==> config.mk <==
export PLATFORM = sky130hd
export DESIGN_NAME = msb_first_bit_packer_flat
export DESIGN_NICKNAME = d
export VERILOG_FILES = /design/src/sv/mfbp_pkg.sv /design/src/sv/mfbp_if.sv /design/src/sv/mfbp_ctrl.sv /design/src/sv/mfbp_datapath.sv /design/src/sv/msb_first_bit_packer.sv /design/src/flat_wrapper.sv
export VERILOG_INCLUDE_DIRS = /design/src /design/src/sv
export SDC_FILE = /design/constraint.sdc
export NUM_CORES = 1
export LEC_CHECK = 0
export ABC_AREA = 1
export BUFFER_PORTS_ARGS = -buffer_cell sky130_fd_sc_hd__buf_2
export CAP_MARGIN = 20
export CELL_PAD_IN_SITES_DETAIL_PLACEMENT = 2
export CELL_PAD_IN_SITES_GLOBAL_PLACEMENT = 2
export CORE_UTILIZATION = 30
export DETAILED_ROUTE_END_ITERATION = 16
export PLACE_DENSITY = 0.86
export SYNTH_ARGS = -nofsm -noshare
export SYNTH_HDL_FRONTEND = slang
export SYNTH_HIERARCHICAL = 1
export SYNTH_SLANG_ARGS = --single-unit
==> constraint.sdc <==
create_clock -name i_clk -period 3.3 [get_ports i_clk]
set_input_delay 0.495 -clock i_clk [delete_from_list [all_inputs] [get_ports i_clk]]
set_output_delay 0.495 -clock i_clk [all_outputs]
set_load 0.005 [all_outputs]
==> src/sv/msb_first_bit_packer_defines.svh <==
// ----------------------------------------------------------------------------
// Assertion macros for the bit packer
// Concurrent assertion wrappers that compile away in synthesis.
// ----------------------------------------------------------------------------
`ifndef MSB_FIRST_BIT_PACKER_DEFINES_SVH
`define MSB_FIRST_BIT_PACKER_DEFINES_SVH

`ifndef SYNTHESIS
`define MFBP_ASSERT(label, clk, rst_n, prop) \
    label: assert property (@(posedge clk) disable iff (!rst_n) (prop)) \
        else $error("assertion failed");
`define MFBP_ASSERT_NEXT(label, clk, rst_n, ante, cons) \
    label: assert property (@(posedge clk) disable iff (!rst_n) (ante) |=> (cons)) \
        else $error("assertion failed");
`else
`define MFBP_ASSERT(label, clk, rst_n, prop)
`define MFBP_ASSERT_NEXT(label, clk, rst_n, ante, cons)
`endif

`endif

==> src/sv/mfbp_pkg.sv <==
// ----------------------------------------------------------------------------
// Bit packer package
// Widths, constants and the control and status bundles of the packer.
// ----------------------------------------------------------------------------
`default_nettype none

package mfbp_pkg;

    localparam int unsigned BYTE_BITS     = 8;
    localparam int unsigned MAX_CODE_BITS = 32;
    localparam int unsigned VALUE_W       = 32;
    localparam int unsigned COUNT_W       = 6;
    localparam int unsigned FREE_W        = 4;

    typedef enum logic {
        CMD_WRITE = 1'b0,
        CMD_PAD   = 1'b1
    } t_command;

    typedef struct packed {
        logic load;
        logic step;
    } t_ctrl_cmd;

    typedef struct packed {
        logic emit_req;
        logic finish;
        logic slot_free;
    } t_dp_status;

endpackage

`default_nettype wire

==> src/sv/mfbp_if.sv <==
// ----------------------------------------------------------------------------
// Bit packer channels
// Valid/ready channels for input items and output bytes.
// ----------------------------------------------------------------------------
`default_nettype none

interface mfbp_in_if import mfbp_pkg::*; ();
    logic               valid;
    logic               ready;
    logic               command;
    logic [VALUE_W-1:0] value;
    logic [COUNT_W-1:0] bit_count;
    logic               fill_bit;

    modport source (output valid, output command, output value, output bit_count,
                    output fill_bit, input ready);
    modport sink   (input valid, input command, input value, input bit_count,
                    input fill_bit, output ready);
endinterface

interface mfbp_out_if import mfbp_pkg::*; ();
    logic                 valid;
    logic                 ready;
    logic [BYTE_BITS-1:0] out_byte;
    logic                 last;

    modport source (output valid, output out_byte, output last, input ready);
    modport sink   (input valid, input out_byte, input last, output ready);
endinterface

`default_nettype wire

==> src/sv/mfbp_ctrl.sv <==
// ----------------------------------------------------------------------------
// Bit packer controller
// Takes one item at a time and steps the datapath once per output byte, or once for an item that emits none.
// ----------------------------------------------------------------------------
`default_nettype none

module mfbp_ctrl import mfbp_pkg::*; (
    input  wire        i_clk,
    input  wire        i_rst_n,
    input  wire        i_in_valid,
    output logic       o_in_ready,
    input  t_dp_status i_status,
    output t_ctrl_cmd  o_cmd
);

    typedef enum logic [1:0] {
        S_IDLE = 2'b01,
        S_WORK = 2'b10
    } t_state;

    t_state r_state;
    t_state n_state;
    logic   go;

    assign go = !i_status.emit_req || i_status.slot_free;

    always_comb begin
        n_state    = r_state;
        o_in_ready = 1'b0;
        o_cmd      = '0;
        case (r_state)
            S_IDLE: begin
                o_in_ready = 1'b1;
                o_cmd.load = i_in_valid;
                if (i_in_valid) begin
                    n_state = S_WORK;
                end
            end
            S_WORK: begin
                o_cmd.step = go;
                if (go && i_status.finish) begin
                    n_state = S_IDLE;
                end
            end
            default: begin
                n_state = S_IDLE;
            end
        endcase
    end

    always_ff @(posedge i_clk) begin
        if (!i_rst_n) begin
            r_state <= S_IDLE;
        end else begin
            r_state <= n_state;
        end
    end

endmodule

`default_nettype wire

==> src/sv/mfbp_datapath.sv <==
// ----------------------------------------------------------------------------
// Bit packer datapath
// Holds the open byte, the current item and the output byte register.
// ----------------------------------------------------------------------------
`default_nettype none

`include "msb_first_bit_packer_defines.svh"

module mfbp_datapath import mfbp_pkg::*; (
    input  wire                  i_clk,
    input  wire                  i_rst_n,
    input  t_ctrl_cmd            i_cmd,
    output t_dp_status           o_status,
    input  wire                  i_command,
    input  wire [VALUE_W-1:0]    i_value,
    input  wire [COUNT_W-1:0]    i_bit_count,
    input  wire                  i_fill_bit,
    input  wire                  i_out_ready,
    output logic                 o_out_valid,
    output logic [BYTE_BITS-1:0] o_out_byte,
    output logic                 o_out_last
);

    localparam logic [FREE_W-1:0]  FREE_EMPTY = FREE_W'(BYTE_BITS);
    localparam logic [COUNT_W-1:0] COUNT_MAX  = COUNT_W'(MAX_CODE_BITS);
    localparam logic [COUNT_W-1:0] COUNT_BYTE = COUNT_W'(BYTE_BITS);

    function automatic logic [BYTE_BITS-1:0] lo_mask(input logic [FREE_W-1:0] f);
        lo_mask = {BYTE_BITS{1'b1}} >> (FREE_EMPTY - f);
    endfunction

    logic [BYTE_BITS-1:0] r_open, n_open;
    logic [FREE_W-1:0]    r_free, n_free;
    logic                 r_cmd;
    logic [VALUE_W-1:0]   r_value;
    logic [COUNT_W-1:0]   r_n, n_n;
    logic                 r_fill;
    logic                 r_ovalid;
    logic [BYTE_BITS-1:0] r_obyte, n_obyte;
    logic                 r_olast;

    logic                 emit_req;
    logic                 finish;
    logic [COUNT_W-1:0]   sh;
    logic [VALUE_W-1:0]   shifted;
    logic [BYTE_BITS-1:0] fmask;
    logic [BYTE_BITS-1:0] base_open;
    logic [FREE_W-1:0]    base_free;
    logic [2:0]           rn;
    logic [BYTE_BITS-1:0] bits;

    always_comb begin
        fmask     = lo_mask(r_free);
        sh        = r_n - {2'b00, r_free};
        shifted   = r_value >> sh;
        emit_req  = 1'b0;
        finish    = 1'b1;
        n_obyte   = r_open | (shifted[BYTE_BITS-1:0] & fmask);
        n_open    = r_open;
        n_free    = r_free;
        n_n       = r_n;
        base_open = r_open;
        base_free = r_free;
        rn        = r_n[2:0];
        bits      = '0;
        if (r_cmd == CMD_PAD) begin
            emit_req = (r_free != FREE_EMPTY);
            n_obyte  = (r_open & ~fmask) | (r_fill ? fmask : '0);
            n_open   = '0;
            n_free   = FREE_EMPTY;
        end else begin
            if (r_n >= {2'b00, r_free}) begin
                emit_req  = 1'b1;
                finish    = (sh < COUNT_BYTE);
                base_open = '0;
                base_free = FREE_EMPTY;
                rn        = sh[2:0];
                n_n       = sh;
            end
            bits = r_value[BYTE_BITS-1:0] & ~({BYTE_BITS{1'b1}} << rn);
            if (finish) begin
                n_open = base_open | (bits << (base_free - {1'b0, rn}));
                n_free = base_free - {1'b0, rn};
            end else begin
                n_open = '0;
                n_free = FREE_EMPTY;
            end
        end
    end

    assign o_status.emit_req  = emit_req;
    assign o_status.finish    = finish;
    assign o_status.slot_free = !r_ovalid || i_out_ready;

    always_ff @(posedge i_clk) begin
        if (!i_rst_n) begin
            r_open   <= '0;
            r_free   <= FREE_EMPTY;
            r_ovalid <= 1'b0;
        end else begin
            if (i_cmd.step) begin
                r_open <= n_open;
                r_free <= n_free;
            end
            if (i_cmd.step && emit_req) begin
                r_ovalid <= 1'b1;
            end else if (i_out_ready) begin
                r_ovalid <= 1'b0;
            end
        end
    end

    always_ff @(posedge i_clk) begin
        if (i_cmd.load) begin
            r_cmd   <= i_command;
            r_value <= i_value;
            r_n     <= (i_bit_count > COUNT_MAX) ? COUNT_MAX : i_bit_count;
            r_fill  <= i_fill_bit;
        end else if (i_cmd.step) begin
            r_n <= n_n;
        end
        if (i_cmd.step && emit_req) begin
            r_obyte <= n_obyte;
            r_olast <= finish;
        end
    end

    assign o_out_valid = r_ovalid;
    assign o_out_byte  = r_obyte;
    assign o_out_last  = r_olast;

    `MFBP_ASSERT(a_free_range, i_clk, i_rst_n, (r_free != '0) && (r_free <= FREE_EMPTY))
    `MFBP_ASSERT(a_unused_zero, i_clk, i_rst_n, (r_open & lo_mask(r_free)) == '0)
    `MFBP_ASSERT_NEXT(a_pad_empties, i_clk, i_rst_n, i_cmd.step && (r_cmd == CMD_PAD), (r_free == FREE_EMPTY) && (r_open == '0))

endmodule

`default_nettype wire

==> src/sv/msb_first_bit_packer.sv <==
// An accepted item is loaded into the item registers, and its output bytes reach the byte register
// through later steps; a new item is taken only after the last step of the current one, and
// the byte-wide step unit produces one byte per cycle while the output channel is not stalled.
// A stalled output channel holds the step unit until the byte register is taken.
// Reset (synchronous, active low) empties the open byte and the output register.
// ----------------------------------------------------------------------------
// MSB-first bit packer
// Appends variable-length codes to a byte stream and pads the open byte.
// ----------------------------------------------------------------------------
`default_nettype none

module msb_first_bit_packer import mfbp_pkg::*; (
    input  wire           i_clk,
    input  wire           i_rst_n,
    mfbp_in_if.sink       i_in,
    mfbp_out_if.source    o_out
);

    t_ctrl_cmd  cmd;
    t_dp_status status;
    logic       in_ready;

    mfbp_ctrl u_ctrl (
        .i_clk      (i_clk),
        .i_rst_n    (i_rst_n),
        .i_in_valid (i_in.valid),
        .o_in_ready (in_ready),
        .i_status   (status),
        .o_cmd      (cmd)
    );

    mfbp_datapath u_datapath (
        .i_clk       (i_clk),
        .i_rst_n     (i_rst_n),
        .i_cmd       (cmd),
        .o_status    (status),
        .i_command   (i_in.command),
        .i_value     (i_in.value),
        .i_bit_count (i_in.bit_count),
        .i_fill_bit  (i_in.fill_bit),
        .i_out_ready (o_out.ready),
        .o_out_valid (o_out.valid),
        .o_out_byte  (o_out.out_byte),
        .o_out_last  (o_out.last)
    );

    assign i_in.ready = in_ready;

endmodule

`default_nettype wire
==> src/flat_wrapper.sv <==
// flat-port wrapper written by rule: the top's interface ports become plain ports
module msb_first_bit_packer_flat import mfbp_pkg::*;
  (i_clk, i_rst_n, i_in_valid, i_in_command, i_in_value, i_in_bit_count, i_in_fill_bit, i_in_ready, o_out_valid, o_out_out_byte, o_out_last, o_out_ready);
  mfbp_in_if i_in_i ();
  mfbp_out_if o_out_i ();
  input  wire i_clk;
  input  wire i_rst_n;
  input wire logic [$bits(i_in_i.valid)-1:0] i_in_valid;
  input wire logic [$bits(i_in_i.command)-1:0] i_in_command;
  input wire logic [$bits(i_in_i.value)-1:0] i_in_value;
  input wire logic [$bits(i_in_i.bit_count)-1:0] i_in_bit_count;
  input wire logic [$bits(i_in_i.fill_bit)-1:0] i_in_fill_bit;
  output wire logic [$bits(i_in_i.ready)-1:0] i_in_ready;
  output wire logic [$bits(o_out_i.valid)-1:0] o_out_valid;
  output wire logic [$bits(o_out_i.out_byte)-1:0] o_out_out_byte;
  output wire logic [$bits(o_out_i.last)-1:0] o_out_last;
  input wire logic [$bits(o_out_i.ready)-1:0] o_out_ready;
  assign i_in_i.valid = i_in_valid;
  assign i_in_i.command = i_in_command;
  assign i_in_i.value = i_in_value;
  assign i_in_i.bit_count = i_in_bit_count;
  assign i_in_i.fill_bit = i_in_fill_bit;
  assign i_in_ready = i_in_i.ready;
  assign o_out_valid = o_out_i.valid;
  assign o_out_out_byte = o_out_i.out_byte;
  assign o_out_last = o_out_i.last;
  assign o_out_i.ready = o_out_ready;
  msb_first_bit_packer u_core (.i_clk(i_clk), .i_rst_n(i_rst_n), .i_in(i_in_i), .o_out(o_out_i));
endmodule
==> impl_results.md, run 1 <==
* Hold slack at 0.319 ns
* Yosys warns at 6
* Power density over the cells at 560 nW/um^2
* Reg area at 1770 sq um
* Layout overhead on the synthesized area at 21.1%
* Final setup margin at -0.0183 ns
* WL final at 17700 um
* Crit end category: flop
* CTS root buf: clkbuf_16
* Post-synth top area cell: edfxtp_1
* Synthesized netlist cell count at 641
* TritonCTS clock tree: yes
* Worst-case clock buffer depth at 2
* Crit path kind: flop to flop
* GRT Overall Usage at 22.1%
* Crit path DAT at 3.59 ns
* Worst-Margin Slew at 0.553 ns
* Syn_area_per_cell at 7.10 sq um
* Final setup fails at 1
* WP data required at 3.57 ns
* Flop2flop setup slack at -0.02 ns
* Max transition margin at 63.0%
* CTS hold repair buffers at 0
* Drt drc at 0
* Core ar. at 14600 sq um
* Antenna Nets Post-Route at 0
* Vias at 4751
* Initial antenna violation count at 0
* Total CTS buffers at 9
* Final Cycle Share at 101%
* End of the critical path: u_core/u_datapath/r_open[6]$_SDFFE_PN0P_
* Sequential-to-total area share from yosys stat at 38.9%
* Via/cell ratio at 5.34
* Post-Syn Nets at 697
* Clock Pin Slew Worst Setup and Hold Paths at 0.06 ns
* Initial Utilization at 31.1%
* # diodes at 0
* Site row count at 44
* Most frequent cells in the layout: nand2_1 (230), o21ai_0 (67), buf_2 (54), inv_1 (51), edfxtp_1 (49)
* Post-synth EDFFs at 49
* Cells after DPL at 865
* Skew final at 0.0111 ns
* IO Count at 55
* Vias in the first global route at 5085
* CP max FO at 12
* Startpoint types: flop
* Top cells by area, synth: edfxtp_1 (32%), nand2_1 (19%), o21ai_0 (7.5%)
* Worst r2r path cells at 22
* Port Buffers at 54
* Async set or reset register ratio after synthesis at 0%
* 1st-pass router iterations at 7
* Num Clock Sinks at 64
* DRT iter0 DRCs at 270
* Crit Reg-Reg Endpoint: u_core/u_datapath/r_open[6]$_SDFFE_PN0P_
* Die outline height at 125 um
* Share of cells above drive strength 1 at 20.0%
* Clock Latency Late Sink at 0.35 ns
* WL per Instance at 19.9 um
* Largest net degree at the start of global routing at 46
* Cell Area, Synth at 4550 sq um
* Count of pins over their slew limit at 0
* GP Congestion at 0.855
* H-tree Lvls at 3
* Hold Crit Class: primary input to flop
* Leak Pwr at 2.47 nW
* Multi-input gate area at 2480 sq um
* Final Hold Viols at 0
* Global-route wire length before repair at 26900 um
* Ys flop type: edfxtp_1
* Post-synth top area share at 32.3%
* Die Wd at 125 um
* Nets at 756
* Violated checks: negative setup slack
* Placed cell area at 5030 sq um
* Setup crit start: u_core/u_datapath/r_n[0]$_DFFE_PP_
* Yosys reg bits at 64
* Finished Layout Cells at 889
* Status: complete, but fails checks
* Min Tclk post-route at 3.32 ns
* DP Wirelength at 12500 um
* F_max at 301 MHz
* Worst VDD drop at 0.296 mV
* Post-synth cell types at 42
* GRT Residual Overflow at 0
* Total Die Area at 15700 sq um
* Number of fillers in the final layout at 1714
* Post-route cell area at 5510 sq um
* Max-Cap Viols at 0
* Most common cell after layout, fill and taps aside: nand2_1
* Worst reg2reg path startpoint: u_core/u_datapath/r_n[0]$_DFFE_PP_
## sequential cells by signal (all words and copies together) (netlist names)
register and cells:
u_core/u_ctrl/r_state 2, u_core/u_datapath/r_fill 1, u_core/u_datapath/o_out_last 1, u_core/u_datapath/r_open 8
u_core/u_datapath/o_out_valid 1, u_core/u_datapath/r_n 6, u_core/u_datapath/r_value 32, u_core/u_datapath/r_cmd 1
u_core/u_datapath/r_free 4, u_core/u_datapath/o_out_byte 8
## critical path, stage by stage, from the launching register on
cell	delay, ns
edfxtp_1	0.42
inv_2	0.12
ha_4	0.14
inv_1	0.06
fa_2	0.37
nand2_2	0.08
nand2_2	0.07
nand2_4	0.13
nand2_8	0.12
clkinv_8	0.10
nand2_1	0.08
nand2_2	0.10
inv_2	0.05
fa_2	0.58
buf_6	0.14
inv_8	0.05
nand2_2	0.07
nand2_1	0.06
nand2_1	0.05
nand3_1	0.11
nand2_1	0.10
nand2_1	0.07
a21oi_1	0.14
## power by group
| group | switching (mW) | leakage (nW) | internal, mW |
|---|---|---|---|
| Clock | 0.381 | 0.153 | 0.665 |
| Sequential | 0.0281 | 0.586 | 0.927 |
| Combinational | 0.736 | 1.73 | 0.346 |
## synthesized netlist by cell type (4+ instances only)
| cell type | number |
|---|---|
| a21oi_1 | 25 |
| buf_2 | 5 |
| clkbuf_1 | 19 |
| dfxtp_1 | 15 |
| edfxtp_1 | 49 |
| ha_1 | 10 |
| inv_1 | 55 |
| inv_2 | 4 |
| mux2i_1 | 7 |
| nand2_1 | 236 |
| nand2_2 | 7 |
| nand2_4 | 4 |
| nand3_1 | 51 |
| nor2_1 | 26 |
| nor3_1 | 4 |
| o211ai_1 | 12 |
| o21ai_0 | 68 |
| o21ai_1 | 5 |
## worst min-delay path by stage
stage,startpoint,to,slack [ns],depth (start not counted)
final,i_in_value[19],u_core/u_datapath/r_value[19]$_DFFE_PP_,0.32,1
after global routing,i_in_value[26],u_core/u_datapath/r_value[26]$_DFFE_PP_,0.32,1
after CTS,i_in_value[19],u_core/u_datapath/r_value[19]$_DFFE_PP_,0.31,1
after detailed placement,u_core/u_datapath/r_open[0]$_SDFFE_PN0P_,u_core/u_datapath/r_open[0]$_SDFFE_PN0P_,0.46,2
after global placement,u_core/u_datapath/r_open[0]$_SDFFE_PN0P_,u_core/u_datapath/r_open[0]$_SDFFE_PN0P_,0.46,2
after floorplan,u_core/u_datapath/r_open[0]$_SDFFE_PN0P_,u_core/u_datapath/r_open[0]$_SDFFE_PN0P_,0.45,2
## layout make-up
cell class,instances,area share (%)
sequential,64,32.2
multi-input combinational,487,45.0
tap,184,4.18
clock buffer,10,4.16
inverter,61,4.56
clock inverter,6,1.70
timing repair buffer,77,8.17
## routing by layer
layer	track usage [%]	up-vias	routed length (um)
li1	-	2234	-
met2	40.2	120	8960
met4	7.75	0	557
met5	0	-	0
met3	3.59	38	583
met1	26.2	2359	7610
## kinds of logic (layout without fill, tap and decap cells)
group	after synthesis	in the layout	synth area share, %
and+or+nand+nor	344	344	32.1
AOI/OAI and AO/OA	119	119	14.2
buffers and inverters	90	154	8.03
DFF	64	64	38.9
adders and majority gates	12	12	3.63
muxes	7	7	1.54
xor gates and xnor gates	5	5	1.54
## metrics by stage
| stage | power (mW) | util (%) | setup TNS, ns | setup WS (ns) |
|---|---|---|---|---|
| 6_report | 3.08 | 37.6 | -0.0183 | -0.0183 |
| 5_1_grt | 3.23 | 37.6 | -1.15 | -0.169 |
| 4_1_cts | 3.00 | 36.9 | 0 | 0.0161 |
| 3_5_place_dp | 1.93 | 34.4 | -0.499 | -0.105 |
| 3_3_place_gp | 1.87 | 34.4 | 0 | 0.171 |
| 2_1_floorplan | 1.61 | - | 0 | 0.0701 |
## what timing repair did
action	in CTS	in global routing
setup buffers	3	5
endpoints found under the hold margin	0	0
gates resized for setup	7	26
setup endpoints to repair	15	21
pin swaps	2	8
(Power assumes the default switching activity.)
==> run 2: changes to the inputs <==
--- a/config.mk
+++ b/config.mk
@@ -13,8 +13,8 @@
 export CELL_PAD_IN_SITES_GLOBAL_PLACEMENT = 2
 export CORE_UTILIZATION = 30
 export DETAILED_ROUTE_END_ITERATION = 16
-export PLACE_DENSITY = 0.86
+export HOLD_SLACK_MARGIN = 0.15
+export PLACE_DENSITY_LB_ADDON = 0.25
 export SYNTH_ARGS = -nofsm -noshare
 export SYNTH_HDL_FRONTEND = slang
-export SYNTH_HIERARCHICAL = 1
 export SYNTH_SLANG_ARGS = --single-unit
==> run 2 against run 1 <==
  * The flow now finishes without violations
  * Sequential power decreased by 0.4%
  * Register-to-register slack improved by 0.28 ns
  * Critical path type unchanged
  * Flip-flop and latch count unchanged
  * Largest power group is now registers
  * Sequential share of layout area increased by 1.3 points
  * Highest routed layer unchanged
  * Clock power decreased by 10%
  * Critical path depth decreased by 6
  * Fmax increased by 9.1%
  * Clock skew decreased by 0.0036 ns
==> impl_results.md, run 2 <==
* Status: finished clean
* Post-Syn Nets at 684
* Pwr Total at 2.85 mW
* Yosys reg bits at 64
* GRT Overall Usage at 21.2%
* Crit end category: flop
* Count of pins over their slew limit at 0
* Total CTS buffers at 9
* WL per Instance at 17.2 um
* Max FFs per register at 32
* DP Wirelength at 11500 um
* Clock Pin Slew Worst Setup and Hold Paths at 0.06 ns
* Die outline height at 124 um
* Worst path slowest cell: fa_1
* Total Die Area at 15400 sq um
* Post-synth top area cell: edfxtp_1
* # diodes at 0
* Most frequent cells in the layout: nand2_1 (209), buf_2 (54), inv_1 (52), o21ai_0 (52), nand3_1 (51)
* Die Wd at 124 um
* Largest Register: u_core.u_datapath.r_value
* Initial Utilization at 30.8%
* GRT Residual Overflow at 0
* Yosys warns at 0
* Skew final at 0.00749 ns
* Global-route wire length before repair at 24400 um
* CTS root buf: clkbuf_16
* Worst slack, placed at 0.0118 ns
* CP max stage delay at 0.48 ns
* Min Tclk post-route at 3.04 ns
* Crit path DAT at 3.31 ns
* Vias in the first global route at 4752
* Worst-path cell chain: inv_1, ha_1, inv_1, fa_2, nand3_1, nand3_4, nor2_2, inv_1, fa_1, nand3b_1, nand2_2, nand3b_1, nand3_1, nand2_1, nand2_1, a21oi_1
* Post-synth top area share at 32.9%
* WP data required at 3.57 ns
* Final setup margin at 0.258 ns
* Worst-Margin Slew at 0.658 ns
* H-tree Lvls at 3
* 1st-pass router iterations at 4
* Antenna Nets Post-Route at 0
* Vias at 4451
* Unrepaired setup endpoints after global routing: no
* Synthesized netlist cell count at 628
* Startpoint types: flop
* Port Buffers at 54
* Top cells by area, synth: edfxtp_1 (33%), nand2_1 (18%), dfxtp_1 (6.7%)
* Final Cycle Share at 92.2%
* Async set or reset register ratio after synthesis at 0%
* Cell Area, Synth at 4480 sq um
* Power density over the cells at 539 nW/um^2
* Number of cells on the critical path at 16
* Worst VDD drop at 0.261 mV
* Largest net degree at the start of global routing at 39
* Hold Crit Class: primary input to flop
* Hold Path Stages at 1
* Flop2flop setup slack at 0.26 ns
* Layout overhead on the synthesized area at 18.1%
* Nets at 737
* Share of cells above drive strength 1 at 16.6%
* Clock Latency Late Sink at 0.34 ns
* Max transition margin at 55.9%
* Crit Reg-Reg Endpoint: u_core.u_datapath.r_open[5]$_SDFFE_PN0P_
* DRT iter0 DRCs at 159
* Synth cell count leaders: nand2_1 (211), inv_1 (53), o21ai_0 (53)
* Crit path kind: flop to flop
* End of the critical path: u_core.u_datapath.r_open[5]$_SDFFE_PN0P_
* Num Clock Sinks at 64
* Setup crit start: u_core.u_datapath.r_n[0]$_DFFE_PP_
* TritonCTS clock tree: yes
* Most common cell after layout, fill and taps aside: nand2_1
* Via/cell ratio at 5.12
* CP max FO at 9
* Ys flop type: edfxtp_1
* Final setup fails at 0
* Top-count cell post-synth: nand2_1
* Post-synth EDFFs at 49
* Worst-case clock buffer depth at 2
* Syn_area_per_cell at 7.13 sq um
* Delay-heaviest family, CP: simple AND/OR/NAND/NOR gates
* Max-Cap Viols at 0
* Total Neg Setup Slack at 0 ns
* Site row count at 44
* Final Hold Viols at 0
* GP Congestion at 0.809
* Leak Pwr at 2.32 nW
* Drt drc at 0
* CP Buf/Inv Count at 3
* IO Count at 55
* WL final at 15000 um
* CP dominant cell by count: inv_1
* Worst r2r path cells at 16
* Core ar. at 14500 sq um
* Worst reg2reg path startpoint: u_core.u_datapath.r_n[0]$_DFFE_PP_
* F_max at 329 MHz
* Post-synth cell types at 37
* Sequential-to-total area share from yosys stat at 39.6%
* Initial antenna violation count at 0
[run 2: changes by cell type after synthesis, moves of 4 or more]
cell and delta:
a21oi_1 +9, a31oi_1 +5, buf_2 +4, nand2_1 -25, nand4_1 +6, nor2_1 +14
o21ai_0 -15, o31ai_1 +4
[run 2: final cells by class]
type	count	area, sq um
fill	1726	9250
tap	184	230
clock buffer	10	229
multi-input combinational	475	2370
timing repair buffer	72	405
sequential	64	1770
inverter	59	221
clock inverter	6	60.1
[run 2: repair_timing]
item / in CTS / in global routing
pin swaps: 0 / 3
hold buffers: 0 / 0
endpoints found under the setup margin: 1 / 25
gates resized for setup: 1 / 7
buffers inserted: 0 / 1
[run 2: layer usage]
metal  share of wire, %  track usage, %
met5                  0               0
met4                1.8            7.29
met3                2.0            2.79
met2                 50            37.1
met1                 46            26.5
[run 2: worst min path at each step]
stage,startpoint,to,slack [ns]
after CTS,i_in_value[17],u_core.u_datapath.r_value[17]$_DFFE_PP_,0.31
after floorplan,u_core.u_datapath.r_open[4]$_SDFFE_PN0P_,u_core.u_datapath.r_open[4]$_SDFFE_PN0P_,0.46
after detailed placement,u_core.u_datapath.r_free[1]$_SDFFE_PN0P_,u_core.u_datapath.r_free[1]$_SDFFE_PN0P_,0.48
after global routing,i_in_value[19],u_core.u_datapath.r_value[19]$_DFFE_PP_,0.32
final,i_in_value[17],u_core.u_datapath.r_value[17]$_DFFE_PP_,0.32
after global placement,u_core.u_datapath.r_free[1]$_SDFFE_PN0P_,u_core.u_datapath.r_free[1]$_SDFFE_PN0P_,0.48
[run 2: stage by stage]
stage / cells / util, % / hold WS, ns / cell area [sq um]
global route: 870 / 36.4 / 0.316 / 5290
CTS: 869 / 36.2 / 0.313 / 5260
finish: 870 / 36.4 / 0.323 / 5290
detailed placement: 853 / 34.2 / 0.482 / 4970
floorplan: 628 / - / 0.455 / 4480
global placement: 853 / 34.2 / 0.482 / 4970
[run 2: cells by family after synthesis]
kind of cell               count (synthesis)  synth area share [%]
and+or+nand+nor                          334                  31.7
adders and majority gates                 12                  3.69
AOI/OAI and AO/OA                        120                  15.1
DFF                                       64                  39.6
xor gates and xnor gates                   4                 0.950
muxes                                      5                  1.12
buffers and inverters                     89                  7.96
[run 2: report_power, final]
group / internal (mW) / switching [mW] / leakage, nW
clock network: 0.580 / 0.364 / 0.138
logic: 0.309 / 0.642 / 1.59
registers: 0.928 / 0.0244 / 0.585
total: 1.82 / 1.03 / 2.32
